### config.mk
export PLATFORM = sky130hd
export DESIGN_NAME = rgc_mac
export DESIGN_NICKNAME = d
export VERILOG_FILES = /design/src/hdl/rgc_pkg.sv /design/src/hdl/rgc_mac.sv
export SDC_FILE = /design/constraint.sdc
export NUM_CORES = 2
export LEC_CHECK = 0
export BUFFER_PORTS_ARGS = -buffer_cell sky130_fd_sc_hd__buf_2
export CAP_MARGIN = 20
export CORE_MARGIN = 2
export CORE_UTILIZATION = 31
export CTS_BUF_LIST = sky130_fd_sc_hd__clkbuf_2 sky130_fd_sc_hd__clkbuf_4 sky130_fd_sc_hd__clkbuf_8
export DETAILED_ROUTE_END_ITERATION = 16
export PLACE_DENSITY = 0.44
export SYNTH_ARGS = -nofsm -noshare
export SYNTH_HDL_FRONTEND = slang
export SYNTH_SLANG_ARGS = --single-unit
export TNS_END_PERCENT = 1
### constraint.sdc
create_clock -name clk -period 18.4 [get_ports clk]
set_input_delay 3.68 -clock clk [delete_from_list [all_inputs] [get_ports clk]]
set_output_delay 3.68 -clock clk [all_outputs]
set_load 0.01 [all_outputs]
### src/hdl/rgc_pkg.sv
package rgc_pkg;

  // Pixel and result widths.
  localparam int PIX_W    = 8;
  localparam int WGT_W    = 8;
  localparam int PROD_W   = 17;
  localparam int RSUM_W   = 19;
  localparam int SUM_W    = 21;
  localparam int FILT_W   = 20;
  localparam int IW_W     = 11;
  localparam int KREG_W   = 24;
  localparam int CFG_AW   = 4;
  localparam int CFG_DW   = 32;

  // Division by three as a multiply by a scaled reciprocal; exact for sums up to 765.
  localparam int GRAY_RECIP = 683;
  localparam int GRAY_SHIFT = 11;
  localparam int GRAY_PW    = 19;

  // Register indexes of the configuration port.
  typedef enum logic [1:0] {
    REG_IMAGE_WIDTH   = 2'd0,
    REG_KERNEL_TOP    = 2'd1,
    REG_KERNEL_MIDDLE = 2'd2,
    REG_KERNEL_BOTTOM = 2'd3
  } reg_idx_t;

  // Kernel weights indexed [row][column]; row 0 is the top, column 0 the left.
  typedef logic [2:0][2:0][WGT_W-1:0] kern_t;

  // One window column: index 0 top (oldest row), 1 middle, 2 bottom (current pixel).
  typedef logic [2:0][PIX_W-1:0] pix3_t;

  // Stage item handed from the column stage to the filter datapath.
  typedef struct packed {
    pix3_t col;
    logic  emit;
    logic  last;
  } col_item_t;

  // Gray value of one pixel: channel sum divided by three, truncated.
  function automatic logic [PIX_W-1:0] gray_of(input logic [PIX_W-1:0] b,
                                               input logic [PIX_W-1:0] g,
                                               input logic [PIX_W-1:0] r);
    logic [GRAY_PW-1:0] s;
    logic [GRAY_PW-1:0] p;
    s = GRAY_PW'(b) + GRAY_PW'(g) + GRAY_PW'(r);
    p = s * GRAY_PW'(GRAY_RECIP);
    return p[GRAY_SHIFT +: PIX_W];
  endfunction

  // Unsigned pixel times signed weight, both extended to the product width first.
  function automatic logic signed [PROD_W-1:0] mul_px(input logic [PIX_W-1:0] pix,
                                                      input logic [WGT_W-1:0] wgt);
    logic signed [PROD_W-1:0] p;
    logic signed [PROD_W-1:0] w;
    p = $signed({{(PROD_W-PIX_W){1'b0}}, pix});
    w = PROD_W'($signed(wgt));
    return p * w;
  endfunction

endpackage

### src/hdl/rgc_mac.sv
module rgc_mac (
  input  logic                              clk,
  input  logic                              rst_n,
  input  logic                              step,
  input  rgc_pkg::col_item_t                item,
  output logic                              ready,
  input  rgc_pkg::kern_t                    kern,
  output logic                              out_valid,
  input  logic                              out_ready,
  output logic signed [rgc_pkg::FILT_W-1:0] filtered,
  output logic                              row_end
);

  // Two previous columns per window row: [row][0] oldest, [row][1] newer.
  logic [2:0][1:0][rgc_pkg::PIX_W-1:0]      win_r;
  logic signed [rgc_pkg::PROD_W-1:0]        prod_nxt [3][3];
  logic signed [rgc_pkg::PROD_W-1:0]        prod_r   [3][3];
  logic signed [rgc_pkg::RSUM_W-1:0]        rsum_nxt [3];
  logic signed [rgc_pkg::RSUM_W-1:0]        rsum_r   [3];
  logic signed [rgc_pkg::SUM_W-1:0]         sum_nxt;
  logic                                     p_vld_r;
  logic                                     p_last_r;
  logic                                     s_vld_r;
  logic                                     s_last_r;
  logic                                     o_vld_r;
  logic                                     o_last_r;
  logic signed [rgc_pkg::FILT_W-1:0]        o_filt_r;
  logic                                     o_free;
  logic                                     s_free;
  logic                                     p_free;

  assign o_free = !o_vld_r || out_ready;
  assign s_free = !s_vld_r || o_free;
  assign p_free = !p_vld_r || s_free;
  assign ready  = p_free;

  // The window shifts by one column for every pixel that passes.
  always_ff @(posedge clk) begin
    if (!rst_n) begin
      win_r <= '0;
    end else if (step) begin
      for (int r = 0; r < 3; r++) begin
        win_r[r][0] <= win_r[r][1];
        win_r[r][1] <= item.col[r];
      end
    end
  end

  // Nine products of the current window and the kernel.
  always_comb begin
    for (int r = 0; r < 3; r++) begin
      prod_nxt[r][0] = rgc_pkg::mul_px(win_r[r][0], kern[r][0]);
      prod_nxt[r][1] = rgc_pkg::mul_px(win_r[r][1], kern[r][1]);
      prod_nxt[r][2] = rgc_pkg::mul_px(item.col[r], kern[r][2]);
    end
  end

  // Row sums, then the total.
  always_comb begin
    for (int r = 0; r < 3; r++) begin
      rsum_nxt[r] = rgc_pkg::RSUM_W'(prod_r[r][0]) + rgc_pkg::RSUM_W'(prod_r[r][1])
                  + rgc_pkg::RSUM_W'(prod_r[r][2]);
    end
    sum_nxt = rgc_pkg::SUM_W'(rsum_r[0]) + rgc_pkg::SUM_W'(rsum_r[1])
            + rgc_pkg::SUM_W'(rsum_r[2]);
  end

  // Stage valid flags.
  always_ff @(posedge clk) begin
    if (!rst_n) begin
      p_vld_r <= 1'b0;
      s_vld_r <= 1'b0;
      o_vld_r <= 1'b0;
    end else begin
      if (p_free) begin
        p_vld_r <= step && item.emit;
      end
      if (s_free) begin
        s_vld_r <= p_vld_r;
      end
      if (o_free) begin
        o_vld_r <= s_vld_r;
      end
    end
  end

  // Stage payloads.
  always_ff @(posedge clk) begin
    if (p_free && step && item.emit) begin
      prod_r   <= prod_nxt;
      p_last_r <= item.last;
    end
    if (s_free && p_vld_r) begin
      rsum_r   <= rsum_nxt;
      s_last_r <= p_last_r;
    end
    if (o_free && s_vld_r) begin
      o_filt_r <= sum_nxt[rgc_pkg::FILT_W-1:0];
      o_last_r <= s_last_r;
    end
  end

  assign out_valid = o_vld_r;
  assign filtered  = o_filt_r;
  assign row_end   = o_last_r;

endmodule

== After elaboration in Yosys (flattened, before gate mapping) ==
Index checks and enable logic that the tools add are counted.
Operators by class
  add/sub/neg operators: 8
  multipliers: 9
  reductions and logical operators: 11
Operators by type and width (number)
  $mul A9 B8 Y17: 9
  $add A18 B17 Y19: 3
  $add A17 B17 Y18: 3
  $add A19 B19 Y20: 1
  $add A20 B19 Y20: 1
  $logic_and A1 B1 Y1: 5
  $logic_not A1 Y1: 3
  $logic_or A1 B1 Y1: 3
Storage, ports and cells
  flip-flop bits (word level): 284
  input port bits: 102
  output and inout bits: 23
  logic and storage cells: 53

== Logic depth before layout (Yosys ltp) ==
  depth after elaboration: 6
  gate-level depth with buffers: 20
  gate-level depth less buffers: 19

== Least setup slack after synthesis ==
OpenSTA, ideal clock, no wires.
  path type: input to register
  start: in step
  end: reg p_last_r (enable)
  setup time: 760 ps
  data arrival time: 12351 ps
  data required time: 17640 ps
  path slack: 5289 ps
  cell stages on the path: 5
  path buffers: 3
  path through: clkbuf_1 > buf_2 > buf_1 > nand2_1 > a31oi_1
On the way
  longest elaborated chain between the ends: 2
Ends and longest elaborated chain
  from (decl): RTL line rgc_mac.sv:4  | input logic step,
  $logic_and A1 B1 Y1 (2 in a row): RTL line rgc_mac.sv:89  | if (p_free && step && item.emit) begin
  to (signal assigned): RTL line rgc_mac.sv:91  | p_last_r <= item.last;
  to (decl): RTL line rgc_mac.sv:22  | logic p_last_r;
Every way passes these cells.
A chain may end at the register's enable or synchronous reset.

== Worst setup path after layout ==
  start: in out_ready
  end: out ready
On the way
  longest elaborated chain between the ends: 3
Ends and longest elaborated chain
  from (decl): RTL line rgc_mac.sv:9  | input logic out_ready,
  $logic_or A1 B1 Y1: RTL line rgc_mac.sv:32  | assign o_free = !o_vld_r || out_ready;
  $logic_or A1 B1 Y1: RTL line rgc_mac.sv:33  | assign s_free = !s_vld_r || o_free;
  $logic_or A1 B1 Y1: RTL line rgc_mac.sv:34  | assign p_free = !p_vld_r || s_free;
  to (decl): RTL line rgc_mac.sv:6  | output logic ready,
Every way passes these cells.

==> metrics.txt <==
status finished, violations left; violated checks DRC; net count after synthesis approximately 4200; multi-input logic area 22800 um2; Power Total between 3 and 4 mW; Pre-Repair DR Iteration Count 11; worst reg2reg path startpoint win_r[7]; P&R area growth vs syn 10.5%; CP Data Required Time between 10 and 15 ns; worst hold-check path type reg -> reg; CTS Buffer Depth 3; hpwl dp ~63000 um; Slew HR 0.387; final setup vio count 0; minimum clock period after layout a little over 8 ns; Vias/cell 4.56; Clock Root Buffer clkbuf_8; placed cells between 4000 and 5000; Peak VDD IR 0.0681 mV; Top FF cell, synth edfxtp_1; hold_buf cts 0; pwr dens 100 nW/um2; final cell count without fillers between 4000 and 5000; TritonCTS buffer count 56; first-pass GRT wire length ~130000 um; total core area 105000 um2; Yosys cell types 70; Synth Instances approximately 3200; clock latency on the worst-skew pair just under 0.7 ns; Starting Density 0.313; Final Cycle Share 0.452; post-synthesis sequential area ratio 0.243; LEAKAGE around 17 nW; largest net degree at the start of global routing 70; vias between 20000 and 25000; crit path kind in -> out; fmax 0.120 GHz; Resized cells post-CTS 0; Synth Cell Area approximately 33000 um2; drt first-iter violations about 850; EDFF count, synth about 230; clk_skew 0.0550 ns; CTS tree built; clock sink count 284; Worst R2R Setup Slack roughly 14 ns; vias in the first global route about 23000; Worst Reg-to-Reg Cells 16; hold endpoint s_last_r; total negative slack 0 ns; clock transition at the registers of the reported paths around 0.06 ns; share of cells above drive strength 1 0.0666; r2r endpoint prod_r[152]; Final Util 0.346; post-place setup slack between 10 and 15 ns; Filler cells 10800; initial antenna violation count 4; crit-path max FO 6; Die H 330 um; ys async rst share 0; Register Area ~8000 um2; GRT Util Overall 0.148; endpoint type of the worst setup path primary output; Die X between 300 and 400 um; CTS H-tree depth 2; Post-layout nets 4314; # Post-CTS Setup Buffers 0; antenna viol nets, final 0; Worst Max-Slew Pin Slew about 0.92 ns; RSZ-0062 raised after global routing no; Final Slew Violations 0; Avg Cell Area, Syn 10.3 um2; DR DRC count 27; Post-Route WL about 78000 um; global placement routability congestion 0.779; MaxCap Viol Count 0; I/O pin count between 100 and 150; die footprint 109000 um2; critical path data arrival time roughly 4.6 ns; port buffer count ~120; most common cell after layout, fill and taps aside inv_1; hold path cells 0; crit path setup slack, layout between 10 and 15 ns; Synth Register Bits ~280; hold wc startpoint p_last_r; global route total overflow 0; num rows between 100 and 150; Final Hold Vio Count 0; commonest non-fill, non-tap cells in the layout 562 x inv_1, 456 x ha_1, 407 x fa_1; Startpoint Class primary input; YS warnings 0; Routed WL per cell between 15 and 20 um
## registers in the layout, indices dropped and copies added (netlist names)
| name | cells |
|---|---|
| win_r | 48 |
| out_valid | 1 |
| rsum_r | 57 |
| s_last_r | 1 |
| p_vld_r | 1 |
| s_vld_r | 1 |
| filtered | 20 |
| row_end | 1 |
| p_last_r | 1 |
| prod_r | 153 |
## worst max-delay path by stage
stage	end	cells past startpoint	from	slack, ns
after floorplan	p_last_r	5	step	5.29
after global placement	ready	4	out_ready	10.09
after detailed placement	ready	4	out_ready	10.09
after CTS	ready	4	out_ready	10.09
after global routing	ready	4	out_ready	9.95
final	ready	4	out_ready	10.09
## worst max-delay path, cell delays in order
cell	delay, ns
buf_2	0.09
nor2b_1	0.51
nand3_1	0.17
buf_2	0.17
## where the power goes
group	switching [mW]	leakage [nW]	internal (mW)	total (mW)
clock	0.302	0.583	0.372	0.674
sequential	0.0842	2.60	0.916	1.00
combinational	1.13	14.0	0.854	1.99
## cell type report
type | count | share of cell area
antenna | 5 | 0.000343
clock buffer | 64 | 0.0228
clock inverter | 38 | 0.00850
inverter | 563 | 0.0579
multi-input combinational | 2314 | 0.625
sequential | 284 | 0.220
tap | 1391 | 0.0477
timing repair buffer | 130 | 0.0183
## synth_stat cells, drive strengths merged (45+ instances only)
library cell / n / share of area
edfxtp: 233 / 0.21
nor2: 122 / 0.014
nor2b: 83 / 0.016
fa: 407 / 0.25
mux2i: 52 / 0.016
dfxtp: 51 / 0.031
xnor2: 102 / 0.027
and2: 375 / 0.071
ha: 456 / 0.17
xor2: 45 / 0.012
inv: 562 / 0.064
a21oi: 109 / 0.017
nand2: 189 / 0.021
o21ai: 71 / 0.011
## metal layers
| metal | part of all wire | vias up | global-route usage |
|---|---|---|---|
| met2 | 0.46 | 256 | 0.241 |
| met3 | 0.033 | 61 | 0.0177 |
| met5 | 0 | - | 0 |
| li1 | - | 10700 | - |
| met1 | 0.49 | 10800 | 0.212 |
| met4 | 0.014 | 0 | 0.0292 |
## metrics by stage
stage | hold WS (ns) | instance area, um2
after floorplan | 0.400 | 33000
after detailed placement | 0.405 | 35300
after CTS | 0.416 | 36500
after global placement | 0.405 | 35300
after global routing | 0.422 | 36500
final | 0.415 | 36500
## kinds of logic (layout without fill, tap and decap cells)
group,count (synthesis),after routing,share of synthesized area
AND/OR/NAND/NOR,897,897,0.145
adder cells (fa/ha/maj),863,863,0.420
buffers and inverters,593,795,0.0674
multiplexers,53,53,0.0161
XOR/XNOR,147,147,0.0390
AO/OA/AOI/OAI,354,354,0.0698
other,0,5,0
flip-flops,284,284,0.243
No activity file was read; power rests on OpenSTA's default activity.
