[config.mk]
export PLATFORM = sky130hd
export DESIGN_NAME = rgc_cfg
export DESIGN_NICKNAME = d
export VERILOG_FILES = /design/src/hdl/rgc_pkg.sv /design/src/hdl/rgc_cfg.sv
export SDC_FILE = /design/constraint.sdc
export NUM_CORES = 1
export LEC_CHECK = 0
export BUFFER_PORTS_ARGS = -buffer_cell sky130_fd_sc_hd__buf_4
export CAP_MARGIN = 40
export CORE_MARGIN = 2
export CORE_UTILIZATION = 40
export DETAILED_ROUTE_END_ITERATION = 8
export PLACE_DENSITY_LB_ADDON = 0.1
export SLEW_MARGIN = 10
export SYNTH_ARGS = -nofsm -noshare
export SYNTH_HDL_FRONTEND = slang
export SYNTH_SLANG_ARGS = --single-unit
[constraint.sdc]
create_clock -name clk -period 2.34 [get_ports clk]
set_input_delay 0.468 -clock clk [delete_from_list [all_inputs] [get_ports clk]]
set_output_delay 0.468 -clock clk [all_outputs]
set_load 0.005 [all_outputs]
[src/hdl/rgc_pkg.sv]
package rgc_pkg;

  // Pixel and result widths.
  localparam int PIX_W    = 8;
  localparam int WGT_W    = 8;
  localparam int PROD_W   = 17;
  localparam int RSUM_W   = 19;
  localparam int SUM_W    = 21;
  localparam int FILT_W   = 20;
  localparam int IW_W     = 11;
  localparam int KREG_W   = 24;
  localparam int CFG_AW   = 4;
  localparam int CFG_DW   = 32;

  // Division by three as a multiply by a scaled reciprocal; exact for sums up to 765.
  localparam int GRAY_RECIP = 683;
  localparam int GRAY_SHIFT = 11;
  localparam int GRAY_PW    = 19;

  // Register indexes of the configuration port.
  typedef enum logic [1:0] {
    REG_IMAGE_WIDTH   = 2'd0,
    REG_KERNEL_TOP    = 2'd1,
    REG_KERNEL_MIDDLE = 2'd2,
    REG_KERNEL_BOTTOM = 2'd3
  } reg_idx_t;

  // Kernel weights indexed [row][column]; row 0 is the top, column 0 the left.
  typedef logic [2:0][2:0][WGT_W-1:0] kern_t;

  // One window column: index 0 top (oldest row), 1 middle, 2 bottom (current pixel).
  typedef logic [2:0][PIX_W-1:0] pix3_t;

  // Stage item handed from the column stage to the filter datapath.
  typedef struct packed {
    pix3_t col;
    logic  emit;
    logic  last;
  } col_item_t;

  // Gray value of one pixel: channel sum divided by three, truncated.
  function automatic logic [PIX_W-1:0] gray_of(input logic [PIX_W-1:0] b,
                                               input logic [PIX_W-1:0] g,
                                               input logic [PIX_W-1:0] r);
    logic [GRAY_PW-1:0] s;
    logic [GRAY_PW-1:0] p;
    s = GRAY_PW'(b) + GRAY_PW'(g) + GRAY_PW'(r);
    p = s * GRAY_PW'(GRAY_RECIP);
    return p[GRAY_SHIFT +: PIX_W];
  endfunction

  // Unsigned pixel times signed weight, both extended to the product width first.
  function automatic logic signed [PROD_W-1:0] mul_px(input logic [PIX_W-1:0] pix,
                                                      input logic [WGT_W-1:0] wgt);
    logic signed [PROD_W-1:0] p;
    logic signed [PROD_W-1:0] w;
    p = $signed({{(PROD_W-PIX_W){1'b0}}, pix});
    w = PROD_W'($signed(wgt));
    return p * w;
  endfunction

endpackage

[src/hdl/rgc_cfg.sv]
module rgc_cfg (
  input  logic                          clk,
  input  logic                          rst_n,
  input  logic                          psel,
  input  logic                          penable,
  input  logic                          pwrite,
  input  logic [rgc_pkg::CFG_AW-1:0]    paddr,
  input  logic [rgc_pkg::CFG_DW-1:0]    pwdata,
  output logic [rgc_pkg::CFG_DW-1:0]    prdata,
  output logic                          pready,
  output logic [rgc_pkg::IW_W-1:0]      image_width,
  output rgc_pkg::kern_t                kern
);

  logic [rgc_pkg::IW_W-1:0]   width_r;
  logic [rgc_pkg::KREG_W-1:0] ktop_r;
  logic [rgc_pkg::KREG_W-1:0] kmid_r;
  logic [rgc_pkg::KREG_W-1:0] kbot_r;
  rgc_pkg::reg_idx_t          idx;
  logic                       wr_en;

  assign idx    = rgc_pkg::reg_idx_t'(paddr[3:2]);
  assign wr_en  = psel && penable && pwrite;
  assign pready = 1'b1;

  // Register writes complete in the access phase.
  always_ff @(posedge clk) begin
    if (!rst_n) begin
      width_r <= rgc_pkg::IW_W'(1024);
      ktop_r  <= '0;
      kmid_r  <= '0;
      kbot_r  <= '0;
    end else if (wr_en) begin
      case (idx)
        rgc_pkg::REG_IMAGE_WIDTH:   width_r <= pwdata[rgc_pkg::IW_W-1:0];
        rgc_pkg::REG_KERNEL_TOP:    ktop_r  <= pwdata[rgc_pkg::KREG_W-1:0];
        rgc_pkg::REG_KERNEL_MIDDLE: kmid_r  <= pwdata[rgc_pkg::KREG_W-1:0];
        rgc_pkg::REG_KERNEL_BOTTOM: kbot_r  <= pwdata[rgc_pkg::KREG_W-1:0];
        default: ;
      endcase
    end
  end

  // Read back.
  always_comb begin
    case (idx)
      rgc_pkg::REG_IMAGE_WIDTH:   prdata = rgc_pkg::CFG_DW'(width_r);
      rgc_pkg::REG_KERNEL_TOP:    prdata = rgc_pkg::CFG_DW'(ktop_r);
      rgc_pkg::REG_KERNEL_MIDDLE: prdata = rgc_pkg::CFG_DW'(kmid_r);
      rgc_pkg::REG_KERNEL_BOTTOM: prdata = rgc_pkg::CFG_DW'(kbot_r);
      default:                    prdata = '0;
    endcase
  end

  assign image_width = width_r;
  assign kern[0]     = ktop_r;
  assign kern[1]     = kmid_r;
  assign kern[2]     = kbot_r;

endmodule

* Word level (Yosys, flattened, before mapping)
Index checks and enable logic that the tools add are counted.
** Word-level totals
- Flip-flop bits (word level) :: 83
- Output and inout bits :: 116
- Word-level logic and storage cells :: 15
** Operators by class
- Equality and inequality tests :: 3
- Muxes and demuxes :: 1
- Reductions and logical operators :: 7
** Operators with widths (number)
- case mux 32 bit (4 select lines) :: 1
- AND reduction 2 bit :: 4
- == test 2 bit, second input constant :: 2
- == test 2 x 1 -> 1 bit, second input constant :: 1
- logical AND 1 bit :: 2
- zero test 2 bit :: 1

* Depth between registers and ports, before layout
Gate-level depths: netlist of the first run.
- Depth after elaboration :: 3
- Gate-level depth with buffers :: 5

* Worst setup path after synthesis of the first run
No wires, ideal clock.
- Path type :: in2out
- Start point :: input paddr[3] (netlist name)
- End point :: output prdata[10] (netlist name)
- Arrival :: 1365 ps
- Required time :: 1872 ps
- Path slack :: 507 ps
- Stages on the path :: 3
- Cells stage by stage :: buf_6 buf_2 mux4_2
** On the way
- Longest elaborated chain between the ends :: 2
- Elaborated cells on any way between the ends :: 5
- Those cells by class :: eq/ne (3); mux (1); reduce/logical (1)
** RTL lines
- start: declaration :: line rgc_cfg.sv:7 : input logic [rgc_pkg::CFG_AW-1:0] paddr,
- == test 2 bit, or another cell as far along :: line rgc_cfg.sv:46 : case (idx)
- case mux 32 bit (4 select lines) (*) :: line rgc_cfg.sv:46
- end: declaration :: line rgc_cfg.sv:9 : output logic [rgc_pkg::CFG_DW-1:0] prdata,
Mark *: on every way between the ends. The rest lies on a longest branch, timed or not. The select of a mux whose other input is x is not followed.

* Worst setup path after layout of the first run
- Start point :: input paddr[3] (netlist name)
- End point :: output prdata[3] (netlist name)
Same word-level chain as after synthesis.

==> results of run 1 <==
[final cells by class]
| cell class | instances | share of cell area |
|---|---|---|
| clock buffer | 12 | 0.0270 |
| multi-input combinational | 243 | 0.366 |
| inverter | 1 | 0.000749 |
| timing repair buffer | 151 | 0.231 |
| tap | 111 | 0.0277 |
| sequential | 83 | 0.332 |
| clock inverter | 4 | 0.0150 |
[per-stage QoR]
step                utilization  hold slack (ps)  std cells  worst slack, ps  instance area (um^2)
floorplan                     -              460        364              507                  3740
global placement          0.527              458        589              303                  4800
detailed placement        0.527              461        589              293                  4800
CTS                       0.550              417        605              299                  5010
global route              0.550              427        605              236                  5010
finish                    0.550              427        605              318                  5010
[routing by layer]
metal / wire length, um / up-vias / GRT usage
met5: 0 / - / 0
met4: 69 / 0 / 0.0516
li1: - / 1469 / -
met2: 4380 / 100 / 0.286
met1: 4480 / 1411 / 0.261
met3: 628 / 4 / 0.0599
[flip-flops by register name, summed over array words and instances, names as in the netlist]
signal       flops
kbot_r          24
kmid_r          24
ktop_r          24
image_width     11
[cell usage in the layout (no fill, tap or decap), drive strengths merged]
master    Yosys  routed
buf          26     151
nand2       106     106
dfxtp        83      83
mux2i        82      82
mux2         13      13
a22o         13      13
clkbuf       11      12
mux4         11      11
conb          2       9
bufinv        0       2
clkinvlp      0       2
nand3         2       2
and2b         1       1
and3          1       1
and2          1       1
nor3b         1       1
or3           1       1
inv           1       1
o31ai         1       1
o211ai        1       1
[critical path, cell delays in order]
cell	delay [ps]
buf_4	190
buf_4	220
mux4_2	510
buf_4	150
[worst min path at each step]
stage	end	slack (ps)	cells after the start
after floorplan	kmid_r[11]	460	2
after global placement	kmid_r[12]	460	2
after detailed placement	kmid_r[12]	460	2
after CTS	kbot_r[15]	420	3
after global routing	kmid_r[14]	430	3
final	kbot_r[15]	430	3
[power by group through the flow]
stage	Sequential (mW)	Combinational (mW)	Clock [mW]
2_1_floorplan	1.48	0.139	0
3_3_place_gp	1.48	0.240	0
3_5_place_dp	1.48	0.242	0
4_1_cts	1.44	0.243	1.13
5_1_grt	1.45	0.263	1.21
6_report	1.44	0.240	1.10
[synthesized netlist by cell type (all sizes together) (2+ instances only)]
cell type | n | share of area
nand2 | 106 | 0.11
dfxtp | 83 | 0.45
mux2i | 82 | 0.22
buf | 26 | 0.055
a22o | 13 | 0.031
mux2 | 13 | 0.039
clkbuf | 11 | 0.011
mux4 | 11 | 0.067
conb | 2 | 0.0020
nand3 | 2 | 0.0040
[logic make-up after synthesis]
family | synth area share
AOI/OAI and AO/OA | 0.0347
and+or+nand+nor | 0.122
buffers and inverters | 0.0670
muxes | 0.327
other | 0.00202
DFF | 0.447
==> impl_metrics.json, run 1 <==
{
  "drtAntennaViolNets": 0,
  "synth_area_mm2": 0.00371,
  "r2r_end": "image_width[10]",
  "num_io_pins": 157,
  "dieArea_mm2": 0.0101,
  "numCtsBuffers": 9,
  "port_buffers": 137,
  "skew_ps": 0,
  "power_switching_uw": 632,
  "power_frac_comb": 0.086,
  "arrival_ps": 1550,
  "p_int_mw": 2.15,
  "first_iter_violations": 79,
  "cts_setup_buffers": 0,
  "setup-violations-final": 0,
  "clk_latency_ps": 340,
  "seqPwrFrac": 0.519,
  "ys_seq_elements": 83,
  "place_congestion": 0.794,
  "rsz0062_at_grt": "no",
  "post_cts_resized": 0,
  "start_util": 0.408,
  "gr-total-overflow": 0,
  "critPathMaxFanout": 9,
  "insertedDiodeCount": 0,
  "ff2ff_path_depth": 2,
  "cts_tree": "built",
  "p_per_area_mw_per_mm2": 555,
  "root_buffer": "clkbuf_8",
  "p_leak_nw": 2.37,
  "fin_setup_tns_ps": 0,
  "grt_pass1_wl_um": 14700,
  "area_delta_synth_final_pct": 34.9,
  "vdd_drop_max_v": 0.000353,
  "fp.dieW_um": 100,
  "grt_usage": 0.189,
  "num_rows": 35,
  "fp.dieH_um": 100,
  "grt_max_degree": 46,
  "hold_viol_final": 0,
  "grt_antenna_before_repair": 0,
  "grt_pass1_vias": 2804,
  "wl_um": 9550,
  "fp.coreArea_mm2": 0.00911,
  "max_freq_ghz": 0.495,
  "swShare": 0.227,
  "r2r_start": "image_width[10]",
  "multiInputGateArea_mm2": 0.00184,
  "worstHoldStart": "pwdata[15]",
  "cts_hold_buf": 0,
  "nets": 530,
  "synth_cell_types": 21,
  "drv_slew": 0,
  "min_period_ps": 2020,
  "synthCells": 357,
  "ys_async_sr_fraction": 0,
  "register_area_mm2": 0.00166,
  "endpoint_kind": "output port",
  "ys.warnings.count": 0,
  "via_count": 2984,
  "worstSetupStartpointType": "primary input",
  "ys_seq_area_frac": 0.447,
  "worstSetupPathType": "in -> out",
  "clkPwrFrac": 0.394,
  "fin_crit_sh": 0.864,
  "htreeDepth": 3,
  "drc": 0,
  "hp-class": "in -> reg",
  "drive_gt1_frac": 0.362,
  "fillCellCount": 828,
  "maxCapViolCount": 0,
  "clk_pin_slew_ps": 90,
  "vias_per_cell": 4.93,
  "status": "finished, final reports clean",
  "synth_edf_count": 0,
  "crit_start": "paddr[3]",
  "route.detailed.wl_per_inst_um": 15.8,
  "dpl.hpwl_um": 6710,
  "reg2reg_slack_ps": 1690,
  "avgSynthCellArea_um2": 10.4,
  "synth_ff_type": "dfxtp_1",
  "cts_sinks": 83,
  "drt-pass1-iter-count": 4,
  "cp.required_ps": 1870,
  "cts_buffer_depth": 2,
  "p_total_mw": 2.78,
  "crit_end": "prdata[3]"
}
Power figures use the tool's default switching activity.
==> inputs of run 2 (changes only) <==
--- a/config.mk
+++ b/config.mk
@@ -5,12 +5,13 @@
 export SDC_FILE = /design/constraint.sdc
 export NUM_CORES = 1
 export LEC_CHECK = 0
-export BUFFER_PORTS_ARGS = -buffer_cell sky130_fd_sc_hd__buf_4
+export BUFFER_PORTS_ARGS = -buffer_cell sky130_fd_sc_hd__buf_2
 export CAP_MARGIN = 40
+export CORE_ASPECT_RATIO = 0.75
 export CORE_MARGIN = 2
 export CORE_UTILIZATION = 40
 export DETAILED_ROUTE_END_ITERATION = 8
-export PLACE_DENSITY_LB_ADDON = 0.1
+export PLACE_DENSITY = 0.73
 export SLEW_MARGIN = 10
 export SYNTH_ARGS = -nofsm -noshare
 export SYNTH_HDL_FRONTEND = slang
==> run 2 against run 1 <==
Wire length grew 1.2%; combinational power shrank 7%; clock skew is the same; worst hold slack lost 4.0 ps; non-clock buffer count shrank 3; clock-buffer cell count shrank 1; setup slack lost 1.7 ps; power grew 13%; flip-flop and latch count is the same.
==> impl_metrics.json, run 2 (synthesis results as in run 1) <==
{
  "status": "finished, final reports clean",
  "area_delta_synth_final_pct": 29.7,
  "final_area_mm2": 0.00482,
  "port_buffers": 137,
  "layout_commonest_cell": "buf_2",
  "drt-pass1-iter-count": 4,
  "crit_start": "paddr[2]",
  "cts_buffer_depth": 2,
  "p_leak_nw": 2.41,
  "cts_hold_buf": 0,
  "r2r_start": "kbot_r[4]",
  "hold_viol_final": 0,
  "cts_tree": "built",
  "num_rows": 30,
  "drtAntennaViolNets": 0,
  "skew_ps": 0,
  "grt_pass1_wl_um": 14600,
  "final_cell_mix": "136 x buf_2, 106 x nand2_1, 83 x dfxtp_1",
  "register_area_mm2": 0.00166,
  "arrival_ps": 1560,
  "fp.dieW_um": 115,
  "num_io_pins": 157,
  "numCtsBuffers": 9,
  "place_congestion": 0.753,
  "min_period_ps": 2020,
  "gr-total-overflow": 0,
  "root_buffer": "clkbuf_16",
  "grt_antenna_before_repair": 0,
  "cts_setup_buffers": 0,
  "max_freq_ghz": 0.494,
  "htreeDepth": 3,
  "setup-violations-final": 0,
  "dpl.hpwl_um": 6910,
  "fin_crit_sh": 0.865,
  "dr_wl_met2_um": 4440,
  "route.detailed.wl_per_inst_um": 15.6,
  "multiInputGateArea_mm2": 0.00184,
  "wl_met3_um": 683,
  "fin_setup_tns_ps": 0,
  "endpoint_kind": "output port",
  "critPathMaxFanout": 12,
  "grt_max_degree": 53,
  "insertedDiodeCount": 0,
  "r2r_end": "kbot_r[4]",
  "clk_pin_slew_ps": 60,
  "drc": 0,
  "place_ws_ps": 293,
  "hp-class": "in -> reg",
  "place_inst": 603,
  "grt_pass1_vias": 2819,
  "wl_um": 9670,
  "holdPathStages": 3,
  "vias_per_cell": 4.88,
  "first_iter_violations": 154,
  "start_util": 0.411,
  "cp.required_ps": 1870,
  "reg2reg_slack_ps": 1690,
  "fp.dieH_um": 87.4,
  "fillCellCount": 811,
  "reg_top3": "kbot_r (24), kmid_r (24), ktop_r (24)",
  "topRoutingLayerUsed": "met4",
  "cts_sinks": 83,
  "worstSetupStartpointType": "primary input",
  "post_cts_resized": 0,
  "maxCapViolCount": 0,
  "grt_usage": 0.192,
  "crit_end": "prdata[17]",
  "dieArea_mm2": 0.0101,
  "worstSetupPathType": "in -> out",
  "vdd_drop_max_v": 0.000471,
  "final_util": 0.533,
  "instances_no_fill": 619,
  "placed_area_mm2": 0.00451,
  "clk_latency_ps": 330,
  "nets": 527,
  "ff2ff_path_depth": 2,
  "p_per_area_mw_per_mm2": 652,
  "drive_gt1_frac": 0.360,
  "via_count": 3018,
  "fp.coreArea_mm2": 0.00905,
  "wl_met1_um": 4440,
  "drv_slew": 0,
  "setup_ws_ps": 316,
  "rsz0062_at_grt": "no"
}
==> run 2: cell count changes in the layout (fill, tap and decap cells not counted), sizes merged <==
| cell | before | now |
|---|---|---|
| buf | 151 | 148 |
| clkinv | 0 | 2 |
| clkbuf | 12 | 11 |
| clkinvlp | 2 | 1 |
==> run 2: worst min path at each step <==
stage          startpoint  slack, ps              end
2_1_floorplan  kmid_r[11]        460       kmid_r[11]
6_report       pwdata[10]        420  image_width[10]
3_3_place_gp   kmid_r[12]        450       kmid_r[12]
4_1_cts        pwdata[10]        410  image_width[10]
3_5_place_dp   ktop_r[16]        460       ktop_r[16]
5_1_grt        pwdata[17]        430       kbot_r[17]
==> run 2: worst max-delay path: stages <==
cell and delay [ps]:
buf_2 230, buf_12 190, mux2_1 340, a22o_1 190, buf_2 130
==> run 2: metrics by stage <==
stage	power, mW	hold WS (ps)
5_1_grt	3.26	425
4_1_cts	3.17	410
3_3_place_gp	1.69	450
2_1_floorplan	1.62	460
3_5_place_dp	1.70	463
6_report	3.14	423
==> run 2: cell type report <==
class                           count  share of cell area
Multi-Input combinational cell    243               0.381
Clock inverter                      5              0.0161
Sequential cell                    83               0.345
Tap cell                          128              0.0332
Inverter                            1            0.000779
Timing Repair Buffer              148               0.176
Clock buffer                       11              0.0483
==> run 2: report_power, final <==
part / internal (mW) / switching [mW]
logic: 0.0958 / 0.127
clock network: 0.931 / 0.543
registers: 1.43 / 0.0140
==> run 2: metal layers <==
metal / track usage / vias to the layer above
met5: 0 / -
met4: 0.0668 / 0
met3: 0.0626 / 13
met2: 0.294 / 96
met1: 0.255 / 1450
li1: - / 1459
==> inputs of run 3 (changes only) <==
--- a/config.mk
+++ b/config.mk
@@ -9,9 +9,10 @@
 export CAP_MARGIN = 40
 export CORE_ASPECT_RATIO = 0.75
 export CORE_MARGIN = 2
-export CORE_UTILIZATION = 40
+export CORE_UTILIZATION = 50
+export CTS_CLUSTER_DIAMETER = 50
 export DETAILED_ROUTE_END_ITERATION = 8
-export PLACE_DENSITY = 0.73
+export PLACE_DENSITY = 0.87
 export SLEW_MARGIN = 10
 export SYNTH_ARGS = -nofsm -noshare
 export SYNTH_HDL_FRONTEND = slang
==> run 3 against run 2 <==
Via count up 1.2%; clock power is 37% lower; worst hold slack worse by 2.6 ps; setup slack worse by 45 ps; register-to-register slack got worse by 20 ps; combinational power is 2% lower; largest power group is now registers.
==> impl_metrics.json, run 3 (synthesis results as in run 1) <==
{
  "num_rows": 27,
  "first_iter_violations": 94,
  "instances_no_fill": 595,
  "start_util": 0.511,
  "place_inst": 579,
  "drv_slew": 0,
  "grt_max_degree": 53,
  "place_congestion": 0.803,
  "gr-total-overflow": 0,
  "min_period_ps": 2070,
  "p_total_mw": 2.60,
  "cts_hold_buf": 0,
  "dieArea_mm2": 0.00814,
  "setup-violations-final": 0,
  "drtAntennaViolNets": 0,
  "htreeDepth": 3,
  "grt_pass1_vias": 2926,
  "reg_top3": "kbot_r (24), kmid_r (24), ktop_r (24)",
  "route.detailed.wl_per_inst_um": 15.3,
  "cts_sinks": 83,
  "dpl.hpwl_um": 6670,
  "nets": 530,
  "grt_usage": 0.218,
  "via_count": 3053,
  "critPathBufInv": 3,
  "crit_top_cell": "buf_2",
  "fin_crit_sh": 0.884,
  "worstSetupPathType": "in -> out",
  "post_cts_resized": 0,
  "cp_cell_sequence": "buf_2, buf_12, mux2_1, a22o_1, buf_2",
  "hp-class": "in -> reg",
  "worstSetupStartpointType": "primary input",
  "crit_slowest_cell": "mux2_1",
  "p_per_area_mw_per_mm2": 558,
  "critPathMaxFanout": 16,
  "fin_setup_tns_ps": 0,
  "root_buffer": "clkbuf_8",
  "max_freq_ghz": 0.483,
  "drc": 0,
  "max_stage_delay_ps": 350,
  "arrival_ps": 1600,
  "grt_pass1_wl_um": 14200,
  "cts_tree": "built",
  "cp_top_family": "buffers and inverters",
  "num_io_pins": 157,
  "cts_buffer_depth": 2,
  "maxCapViolCount": 0,
  "rsz0062_at_grt": "no",
  "drive_gt1_frac": 0.364,
  "endpoint_kind": "output port",
  "fp.dieH_um": 78.6,
  "vias_per_cell": 5.13,
  "vdd_drop_max_v": 0.000288,
  "final_cell_mix": "136 x buf_2, 106 x nand2_1, 83 x dfxtp_1",
  "wl_um": 9090,
  "skew_ps": 0,
  "clk_latency_ps": 330,
  "drt-pass1-iter-count": 4,
  "hold_viol_final": 0,
  "status": "finished, final reports clean",
  "grt_antenna_before_repair": 0,
  "fp.coreArea_mm2": 0.00726,
  "port_buffers": 137,
  "cp.required_ps": 1870,
  "p_leak_nw": 2.35,
  "area_delta_synth_final_pct": 25.3,
  "fp.dieW_um": 104,
  "cts_setup_buffers": 0,
  "numCtsBuffers": 9,
  "insertedDiodeCount": 0,
  "clk_pin_slew_ps": 80,
  "layout_commonest_cell": "buf_2"
}
run 3: power breakdown:
group	total, mW	internal [mW]	leakage [nW]	switching (mW)
logic	0.219	0.0953	1.60	0.124
clock network	0.933	0.445	0.0819	0.488
registers	1.44	1.43	0.670	0.0136
total	2.60	1.97	2.35	0.626
run 3: layer usage:
metal,global-route usage,part of all wire,wire length [um]
met2,0.386,0.50,4540
met3,0.0440,0.039,350
met5,0,0,0
met4,0.0824,0.020,184
met1,0.266,0.44,4010
run 3: layout make-up:
class,instances,area (um^2)
multi-input combinational,243,1840
clock buffer,13,159
clock inverter,3,22.5
tap,101,126
timing repair buffer,151,843
sequential,83,1660
inverter,1,3.75
fill,611,2610
run 3: path summary, 6_finish.rpt:
check | start | end | slack, ps | cells past startpoint
min reg2reg | kmid_r[23] | kmid_r[23] | 470 | 2
max | paddr[2] | prdata[18] | 270 | 5
max reg2reg | kbot_r[14] | kbot_r[14] | 1670 | 2
min | pwdata[10] | image_width[10] | 420 | 3
run 3: worst min-delay path, stage by stage:
cell      delay, ps
buf_2           100
inv_1            40
o211ai_1         90
run 3: metrics by stage:
stage | utilization | instance area, um^2 | worst slack, ps | hold WS, ps
finish | 0.640 | 4650 | 271 | 420
global route | 0.640 | 4650 | 252 | 413
CTS | 0.640 | 4650 | 285 | 399
detailed placement | 0.616 | 4470 | 288 | 466
global placement | 0.616 | 4470 | 306 | 451
floorplan | - | 3740 | 507 | 460
